$ cat src/rtl/core/flsa_pkg.sv
// Shared types, codes and constants for the free list slot allocator.
package flsa_pkg;

    localparam int POOL_SLOTS_DEF = 256;

    localparam int OBJ_SIZE_W  = 13;
    localparam int REQ_SIZE_W  = 13;
    localparam int SLOT_W      = 8;
    localparam int STATUS_W    = 2;
    localparam int LIVE_W      = 9;
    localparam int TOTAL_W     = 32;

    localparam logic [OBJ_SIZE_W-1:0] OBJ_SIZE_RST = 13'd64;

    localparam logic OP_ALLOC = 1'b0;
    localparam logic OP_FREE  = 1'b1;

    localparam logic [STATUS_W-1:0] STATUS_OK        = 2'd0;
    localparam logic [STATUS_W-1:0] STATUS_EMPTY     = 2'd1;
    localparam logic [STATUS_W-1:0] STATUS_TOO_LARGE = 2'd2;
    localparam logic [STATUS_W-1:0] STATUS_NONE_LIVE = 2'd3;

    typedef struct packed {
        logic init_step;
        logic load;
        logic commit;
    } flsa_cmd_t;

    typedef struct packed {
        logic init_last;
        logic out_valid;
    } flsa_sts_t;

endpackage

$ cat src/rtl/core/flsa_ram.sv
// Generic single write port, single read port RAM with registered read data.
module flsa_ram #(
    parameter int WIDTH = 8,
    parameter int DEPTH = 256
) (
    input  logic                     clk,
    input  logic                     we,
    input  logic [$clog2(DEPTH)-1:0] waddr,
    input  logic [WIDTH-1:0]         wdata,
    input  logic                     re,
    input  logic [$clog2(DEPTH)-1:0] raddr,
    output logic [WIDTH-1:0]         rdata
);

    logic [WIDTH-1:0] mem [DEPTH];

    always_ff @(posedge clk)
    begin
        if (we)
        begin
            mem[waddr] <= wdata;
        end
        if (re)
        begin
            rdata <= mem[raddr];
        end
    end

endmodule

$ cat src/rtl/core/flsa_ctrl.sv
// Sequencing state machine for the free list slot allocator.
module flsa_ctrl
    import flsa_pkg::*;
(
    input  logic      clk,
    input  logic      rst_n,
    input  logic      in_valid,
    output logic      in_stall,
    input  logic      out_stall,
    input  flsa_sts_t sts,
    output flsa_cmd_t cmd
);

    localparam logic [1:0] ST_INIT = 2'd0;
    localparam logic [1:0] ST_IDLE = 2'd1;
    localparam logic [1:0] ST_EXEC = 2'd2;

    logic [1:0] state_reg;
    logic [1:0] state_next;
    logic       out_free;

    assign out_free = !sts.out_valid || !out_stall;
    assign in_stall = (state_reg != ST_IDLE);

    always_comb
    begin
        state_next    = state_reg;
        cmd.init_step = 1'b0;
        cmd.load      = 1'b0;
        cmd.commit    = 1'b0;
        unique case (state_reg)
            ST_INIT:
            begin
                cmd.init_step = 1'b1;
                if (sts.init_last)
                begin
                    state_next = ST_IDLE;
                end
            end
            ST_IDLE:
            begin
                if (in_valid)
                begin
                    cmd.load   = 1'b1;
                    state_next = ST_EXEC;
                end
            end
            ST_EXEC:
            begin
                if (out_free)
                begin
                    cmd.commit = 1'b1;
                    state_next = ST_IDLE;
                end
            end
            default:
            begin
                state_next = ST_INIT;
            end
        endcase
    end

    always_ff @(posedge clk or negedge rst_n)
    begin
        if (!rst_n)
        begin
            state_reg <= ST_INIT;
        end
        else
        begin
            state_reg <= state_next;
        end
    end

endmodule

$ cat src/rtl/core/flsa_dp.sv
// Datapath: link memory, free head, counters, config register and result register.
module flsa_dp
    import flsa_pkg::*;
#(
    parameter int POOL_SLOTS = POOL_SLOTS_DEF
) (
    input  logic                  clk,
    input  logic                  rst_n,
    input  flsa_cmd_t             cmd,
    output flsa_sts_t             sts,
    input  logic                  cfg_we,
    input  logic [OBJ_SIZE_W-1:0] cfg_data,
    input  logic                  op,
    input  logic [REQ_SIZE_W-1:0] request_size,
    input  logic [SLOT_W-1:0]     slot_index,
    output logic                  out_valid,
    input  logic                  out_stall,
    output logic [SLOT_W-1:0]     granted_slot,
    output logic [STATUS_W-1:0]   status,
    output logic [LIVE_W-1:0]     live_count,
    output logic [TOTAL_W-1:0]    total_count
);

    localparam int IDX_W  = $clog2(POOL_SLOTS);
    localparam int LINK_W = IDX_W + 1;
    localparam int CMP_W  = (LINK_W > SLOT_W) ? LINK_W : SLOT_W;
    localparam logic [LINK_W-1:0] LINK_NULL = LINK_W'(POOL_SLOTS);
    localparam logic [IDX_W-1:0]  LAST_IDX  = IDX_W'(POOL_SLOTS - 1);

    logic [IDX_W-1:0]      init_cnt_reg;
    logic [LINK_W-1:0]     head_reg;
    logic [LINK_W-1:0]     head_next;
    logic [LIVE_W-1:0]     live_reg;
    logic [LIVE_W-1:0]     live_next;
    logic [TOTAL_W-1:0]    total_reg;
    logic [TOTAL_W-1:0]    total_next;
    logic [OBJ_SIZE_W-1:0] obj_size_reg;
    logic                  op_reg;
    logic [REQ_SIZE_W-1:0] req_reg;
    logic [SLOT_W-1:0]     slot_reg;
    logic                  out_valid_reg;
    logic [SLOT_W-1:0]     granted_reg;
    logic [SLOT_W-1:0]     granted_next;
    logic [STATUS_W-1:0]   status_reg;
    logic [STATUS_W-1:0]   status_next;

    logic                  ram_we;
    logic [IDX_W-1:0]      ram_waddr;
    logic [LINK_W-1:0]     ram_wdata;
    logic                  ram_re;
    logic [LINK_W-1:0]     ram_rdata;
    logic                  too_large;
    logic                  pool_empty;
    logic                  slot_in_range;

    flsa_ram #(
        .WIDTH (LINK_W),
        .DEPTH (POOL_SLOTS)
    ) u_link_ram (
        .clk   (clk),
        .we    (ram_we),
        .waddr (ram_waddr),
        .wdata (ram_wdata),
        .re    (ram_re),
        .raddr (head_reg[IDX_W-1:0]),
        .rdata (ram_rdata)
    );

    assign too_large     = (req_reg > obj_size_reg);
    assign pool_empty    = (head_reg >= LINK_NULL);
    assign slot_in_range = (CMP_W'(slot_reg) < CMP_W'(POOL_SLOTS));

    assign ram_re = cmd.load && (op == OP_ALLOC);

    always_comb
    begin
        ram_we       = 1'b0;
        ram_waddr    = init_cnt_reg;
        ram_wdata    = (init_cnt_reg == LAST_IDX) ? LINK_NULL
                                                  : LINK_W'(init_cnt_reg) + 1'b1;
        head_next    = head_reg;
        live_next    = live_reg;
        total_next   = total_reg;
        granted_next = '0;
        status_next  = STATUS_OK;
        if (cmd.init_step)
        begin
            ram_we = 1'b1;
        end
        else if (cmd.commit)
        begin
            if (op_reg == OP_ALLOC)
            begin
                priority if (too_large)
                begin
                    status_next = STATUS_TOO_LARGE;
                end
                else if (pool_empty)
                begin
                    status_next = STATUS_EMPTY;
                end
                else
                begin
                    ram_we       = 1'b1;
                    ram_waddr    = head_reg[IDX_W-1:0];
                    ram_wdata    = LINK_NULL;
                    head_next    = ram_rdata;
                    live_next    = live_reg + 1'b1;
                    total_next   = total_reg + 1'b1;
                    granted_next = SLOT_W'(head_reg);
                end
            end
            else
            begin
                priority if (live_reg == '0)
                begin
                    status_next = STATUS_NONE_LIVE;
                end
                else if (slot_in_range)
                begin
                    ram_we    = 1'b1;
                    ram_waddr = IDX_W'(slot_reg);
                    ram_wdata = head_reg;
                    head_next = LINK_W'(slot_reg);
                    live_next = live_reg - 1'b1;
                end
                else
                begin
                    status_next = STATUS_OK;
                end
            end
        end
    end

    always_ff @(posedge clk or negedge rst_n)
    begin
        if (!rst_n)
        begin
            init_cnt_reg  <= '0;
            head_reg      <= '0;
            live_reg      <= '0;
            total_reg     <= '0;
            obj_size_reg  <= OBJ_SIZE_RST;
            out_valid_reg <= 1'b0;
        end
        else
        begin
            if (cmd.init_step)
            begin
                init_cnt_reg <= init_cnt_reg + 1'b1;
            end
            if (cfg_we)
            begin
                obj_size_reg <= cfg_data;
            end
            head_reg      <= head_next;
            live_reg      <= live_next;
            total_reg     <= total_next;
            out_valid_reg <= cmd.commit || (out_valid_reg && out_stall);
        end
    end

    always_ff @(posedge clk)
    begin
        if (cmd.load)
        begin
            op_reg   <= op;
            req_reg  <= request_size;
            slot_reg <= slot_index;
        end
        if (cmd.commit)
        begin
            granted_reg <= granted_next;
            status_reg  <= status_next;
        end
    end

    assign sts.init_last = (init_cnt_reg == LAST_IDX);
    assign sts.out_valid = out_valid_reg;

    assign out_valid    = out_valid_reg;
    assign granted_slot = granted_reg;
    assign status       = status_reg;
    assign live_count   = live_reg;
    assign total_count  = total_reg;

endmodule

$ cat src/rtl/core/free_list_slot_allocator.sv
// Top level of the free list slot allocator.
// Each item is accepted in the idle state, which for an allocation issues
// the read of the head slot's link from the registered-read link memory;
// the execute state then commits the pop or push and loads the result
// register. A result waits in that register while the next item is
// accepted; an item whose result cannot be loaded yet holds in the block
// until the waiting result is taken. After reset the block fills the link
// memory with a chain in which each slot links to the next and the last
// slot links to null, with in_stall high; object_size writes are taken at any time.
module free_list_slot_allocator
    import flsa_pkg::*;
#(
    parameter int POOL_SLOTS = POOL_SLOTS_DEF
) (
    input  logic                  clk,
    input  logic                  rst_n,
    input  logic                  cfg_we,
    input  logic [OBJ_SIZE_W-1:0] cfg_data,
    input  logic                  in_valid,
    output logic                  in_stall,
    input  logic                  op,
    input  logic [REQ_SIZE_W-1:0] request_size,
    input  logic [SLOT_W-1:0]     slot_index,
    output logic                  out_valid,
    input  logic                  out_stall,
    output logic [SLOT_W-1:0]     granted_slot,
    output logic [STATUS_W-1:0]   status,
    output logic [LIVE_W-1:0]     live_count,
    output logic [TOTAL_W-1:0]    total_count
);

    flsa_cmd_t cmd;
    flsa_sts_t sts;

    flsa_ctrl u_ctrl (
        .clk       (clk),
        .rst_n     (rst_n),
        .in_valid  (in_valid),
        .in_stall  (in_stall),
        .out_stall (out_stall),
        .sts       (sts),
        .cmd       (cmd)
    );

    flsa_dp #(
        .POOL_SLOTS (POOL_SLOTS)
    ) u_dp (
        .clk          (clk),
        .rst_n        (rst_n),
        .cmd          (cmd),
        .sts          (sts),
        .cfg_we       (cfg_we),
        .cfg_data     (cfg_data),
        .op           (op),
        .request_size (request_size),
        .slot_index   (slot_index),
        .out_valid    (out_valid),
        .out_stall    (out_stall),
        .granted_slot (granted_slot),
        .status       (status),
        .live_count   (live_count),
        .total_count  (total_count)
    );

`ifndef SYNTH
    a_commit_out_free: assert property (@(posedge clk) disable iff (!rst_n)
        cmd.commit |-> !(out_valid && out_stall))
        else $error("result committed over a waiting result");

    a_one_item_at_a_time: assert property (@(posedge clk) disable iff (!rst_n)
        (in_valid && !in_stall) |=> in_stall)
        else $error("item accepted while another is at work");

    a_result_from_commit: assert property (@(posedge clk) disable iff (!rst_n)
        $rose(out_valid) |-> $past(cmd.commit))
        else $error("result shown without a commit");

    a_no_load_during_fill: assert property (@(posedge clk) disable iff (!rst_n)
        cmd.init_step |-> !cmd.load && !cmd.commit)
        else $error("item handled during link memory fill");
`endif

endmodule
$ cat config.mk
export PLATFORM = sky130hd
export DESIGN_NAME = free_list_slot_allocator
export DESIGN_NICKNAME = d
export VERILOG_FILES = /design/src/rtl/core/flsa_pkg.sv /design/src/rtl/core/flsa_ram.sv /design/src/rtl/core/flsa_ctrl.sv /design/src/rtl/core/flsa_dp.sv /design/src/rtl/core/free_list_slot_allocator.sv
export SDC_FILE = /design/constraint.sdc
export NUM_CORES = 2
export LEC_CHECK = 0
export BUFFER_PORTS_ARGS = -buffer_cell sky130_fd_sc_hd__buf_2
export CORE_MARGIN = 1.5
export CORE_UTILIZATION = 50
export CTS_BUF_LIST = sky130_fd_sc_hd__clkbuf_16
export DETAILED_ROUTE_END_ITERATION = 7
export PLACE_DENSITY = 0.65
export SYNTH_ARGS = -nofsm -noshare
export SYNTH_HDL_FRONTEND = slang
export SYNTH_SLANG_ARGS = --single-unit
$ cat constraint.sdc
create_clock -name clk -period 17 [get_ports clk]
set_clock_uncertainty 0.15 [all_clocks]
set_input_delay 1.7 -clock clk [delete_from_list [all_inputs] [get_ports clk]]
set_output_delay 1.7 -clock clk [all_outputs]
set_load 0.01 [all_outputs]
==> metrics.yaml <==
leakagePower_nw: 32.5
crit_chain: "buf_4 -> buf_4 -> buf_4 -> buf_4 -> mux4_2 -> mux2i_1 -> nand2_1 -> nand3_1 -> a2111oi_1 -> buf_4 -> nand4_1 -> nor4b_1"
io-pin-count: 93
vdd_ir_drop_max_uv: 244
die_area_um2: 193000
viasPerCell: 6.23
syn_nets: 4517
cp-end-kind: "register"
cp_max_fo: 42
power_mw: 14.8
startpoint: "u_dp.head_reg[0]"
critPathLaunchType: "register"
async_flop_share_pct: 3.06
crit_path_frequent_cell: "buf_4"
wl_um: 225000
powerDensity_nw_per_um2: 139
cts.clk_slew.worst_paths_ns: 0.06
synth.area.top_cells: "edfxtp_1, mux4_2, dfrtp_1"
crit_arrival_ns: 6.96
die_w_um: 439
avgSynthCellArea_um2: 21.4
drtPass1Iterations: 8
grt.overflow.total: 0
grtUsageTotal_pct: 23.5
ctsResizeCount: 0
area_growth_pct: 12.0
fp-row-count: 159
fillers: 13700
syn-instance-count: 4454
clock_latency_ns: 0.89
grt_pass1_vias: 45400
hold_class: "reg2reg"
grt_pass1_wl_um: 327000
synthesis.area_um2: 95100
synth.distinct_cells: 70
vias: 45800
drc_errors: 3
hpwl_um: 136000
numCtsBuffers: 232
initial_utilization_pct: 50.5
fin_crit_ns: 6.44
fmax_mhz: 155
synth_seq_cells: 2419
tritoncts: "done"
top_register: "u_dp.u_link_ram.mem"
drt_iter0_markers: 5908
violations: "design-rule violations"
worst_slew_pin_slew_ns: 1.37
status: "finished with violations"
fin_crit_sh_pct: 37.9
tns_ns: 0
cts_buffer_depth: 3
yosysMostFrequentCell: "edfxtp_1"
core_area_um2: 188000
slew_viol_final: 0
drive_gt1_share_pct: 25.8
die_h_um: 439
finalHoldViolCount: 0
synth_edf_count: 2345
slowest_delay_ns: 0.79
maxSlewHeadroom_pct: 8.48
hold_buffers: 0
antenna_found_initial: 4
drv_cap: 0
crit_required_ns: 17.52
r2r-start: "u_dp.head_reg[0]"
grt_max_degree: 241
h-tree-depth: 4
globalplace.congestion: 0.879
nNetsFinal: 4723
cts-root-buf: "clkbuf_16"
netlist.area_leader.share_pct: 74.0
hold_ws_ns: 0.326
crit_type: "reg2reg"
setup_viol: 0
yosysSeqAreaShare_pct: 76.0
cts.sinks: 2419
port_buffers: 92
slowest_stage: "buf_4"
postCtsSetupRepairBufs: 0
synth_top_area_cell: "edfxtp_1"
largest_reg_flops: 2304
holdCritStartpoint: "u_dp.total_count[31]"
ys.flop_type: "edfxtp_1"
synth_common_cells: "edfxtp_1, mux4_2, nor2_1, mux2i_1, nand2_1"
ant_nets: 0
synth_warnings: 0
rsz0062_at_grt: "no"
wire_per_inst_um: 30.5
reg2reg_setup_slack_ns: 10.56
worst max-delay path, delay by kind of cell, from the launching register on:
family / cells / cell delay [ns]
compound gates: 1 / 0.77
mux: 2 / 0.50
buf+inv: 5 / 2.98
flops: 1 / 0.78
simple gates: 4 / 0.87
cell usage in the layout, fill, tap and decap left out, types with 39 or more instances in the layout:
cell type     n
dfrtp_1      67
o21ai_0      48
a211oi_1     51
clkinv_1     63
nor2_1      280
buf_4       116
edfxtp_1   2345
clkinv_2     39
nand2_1     122
mux2i_1     138
nor2b_1      47
buf_2        91
mux4_2      648
nand3_1      62
clkbuf_16   233
inv_1        67
through the flow:
step / instances / setup slack [ns] / utilization [%] / area, um^2
floorplan: 4454 / 1.48 / - / 95100
global placement: 6921 / 10.22 / 52.4 / 98600
detailed placement: 6921 / 10.05 / 52.4 / 98600
CTS: 7351 / 10.31 / 56.6 / 107000
global route: 7352 / 10.04 / 56.6 / 107000
finish: 7352 / 10.56 / 56.6 / 107000
kinds of logic (layout without fill, tap and decap cells):
family,Yosys count,after routing,share of synthesized area (%)
muxes,794,794,16.9
adders and majority gates,23,23,0.310
other,0,1,0
DFF,2419,2419,76.0
buffers and inverters,283,685,1.46
xor gates and xnor gates,52,52,0.479
AOI/OAI and AO/OA,236,236,1.76
and+or+nand+nor,647,647,3.14
metal layers:
metal  vias to the layer above  track usage [%]  wire length (um)  part of all wire (%)
li1                      18900                -                 -                     -
met1                     24500             35.0             94700                    42
met2                      2026             35.8            105000                    47
met3                       336             4.31             18500                   8.2
met4                         2             6.84              6490                   2.9
met5                         -                0                13                0.0058
power by group:
group / total, mW / internal (mW) / switching (mW)
combinational: 1.68 / 0.192 / 1.49
clock: 5.32 / 3.08 / 2.25
sequential: 7.77 / 7.72 / 0.0569
final timing paths:
| kind | cells past startpoint | endpoint |
|---|---|---|
| worst min register to register | 1 | u_dp.total_count[31] |
| worst min-delay path | 1 | u_dp.total_count[31] |
| min in group asynchronous | 1 | u_dp.total_count[25] |
| max in group asynchronous | 2 | u_dp.head_reg[2] |
| worst max-delay path | 12 | u_dp.u_link_ram.rdata[1] |
| worst max register to register | 12 | u_dp.u_link_ram.rdata[1] |
cell type report:
type / count / area [um^2] / area share (%)
antenna: 1 / 2.50 / 0.00235
clock buffer: 233 / 5830 / 5.47
clock inverter: 197 / 2100 / 1.97
inverter: 42 / 158 / 0.148
multi-input combinational: 1752 / 21600 / 20.3
sequential: 2419 / 72300 / 67.8
tap: 2495 / 3120 / 2.93
timing repair buffer: 213 / 1450 / 1.36
Power figures use the tool's default switching activity.
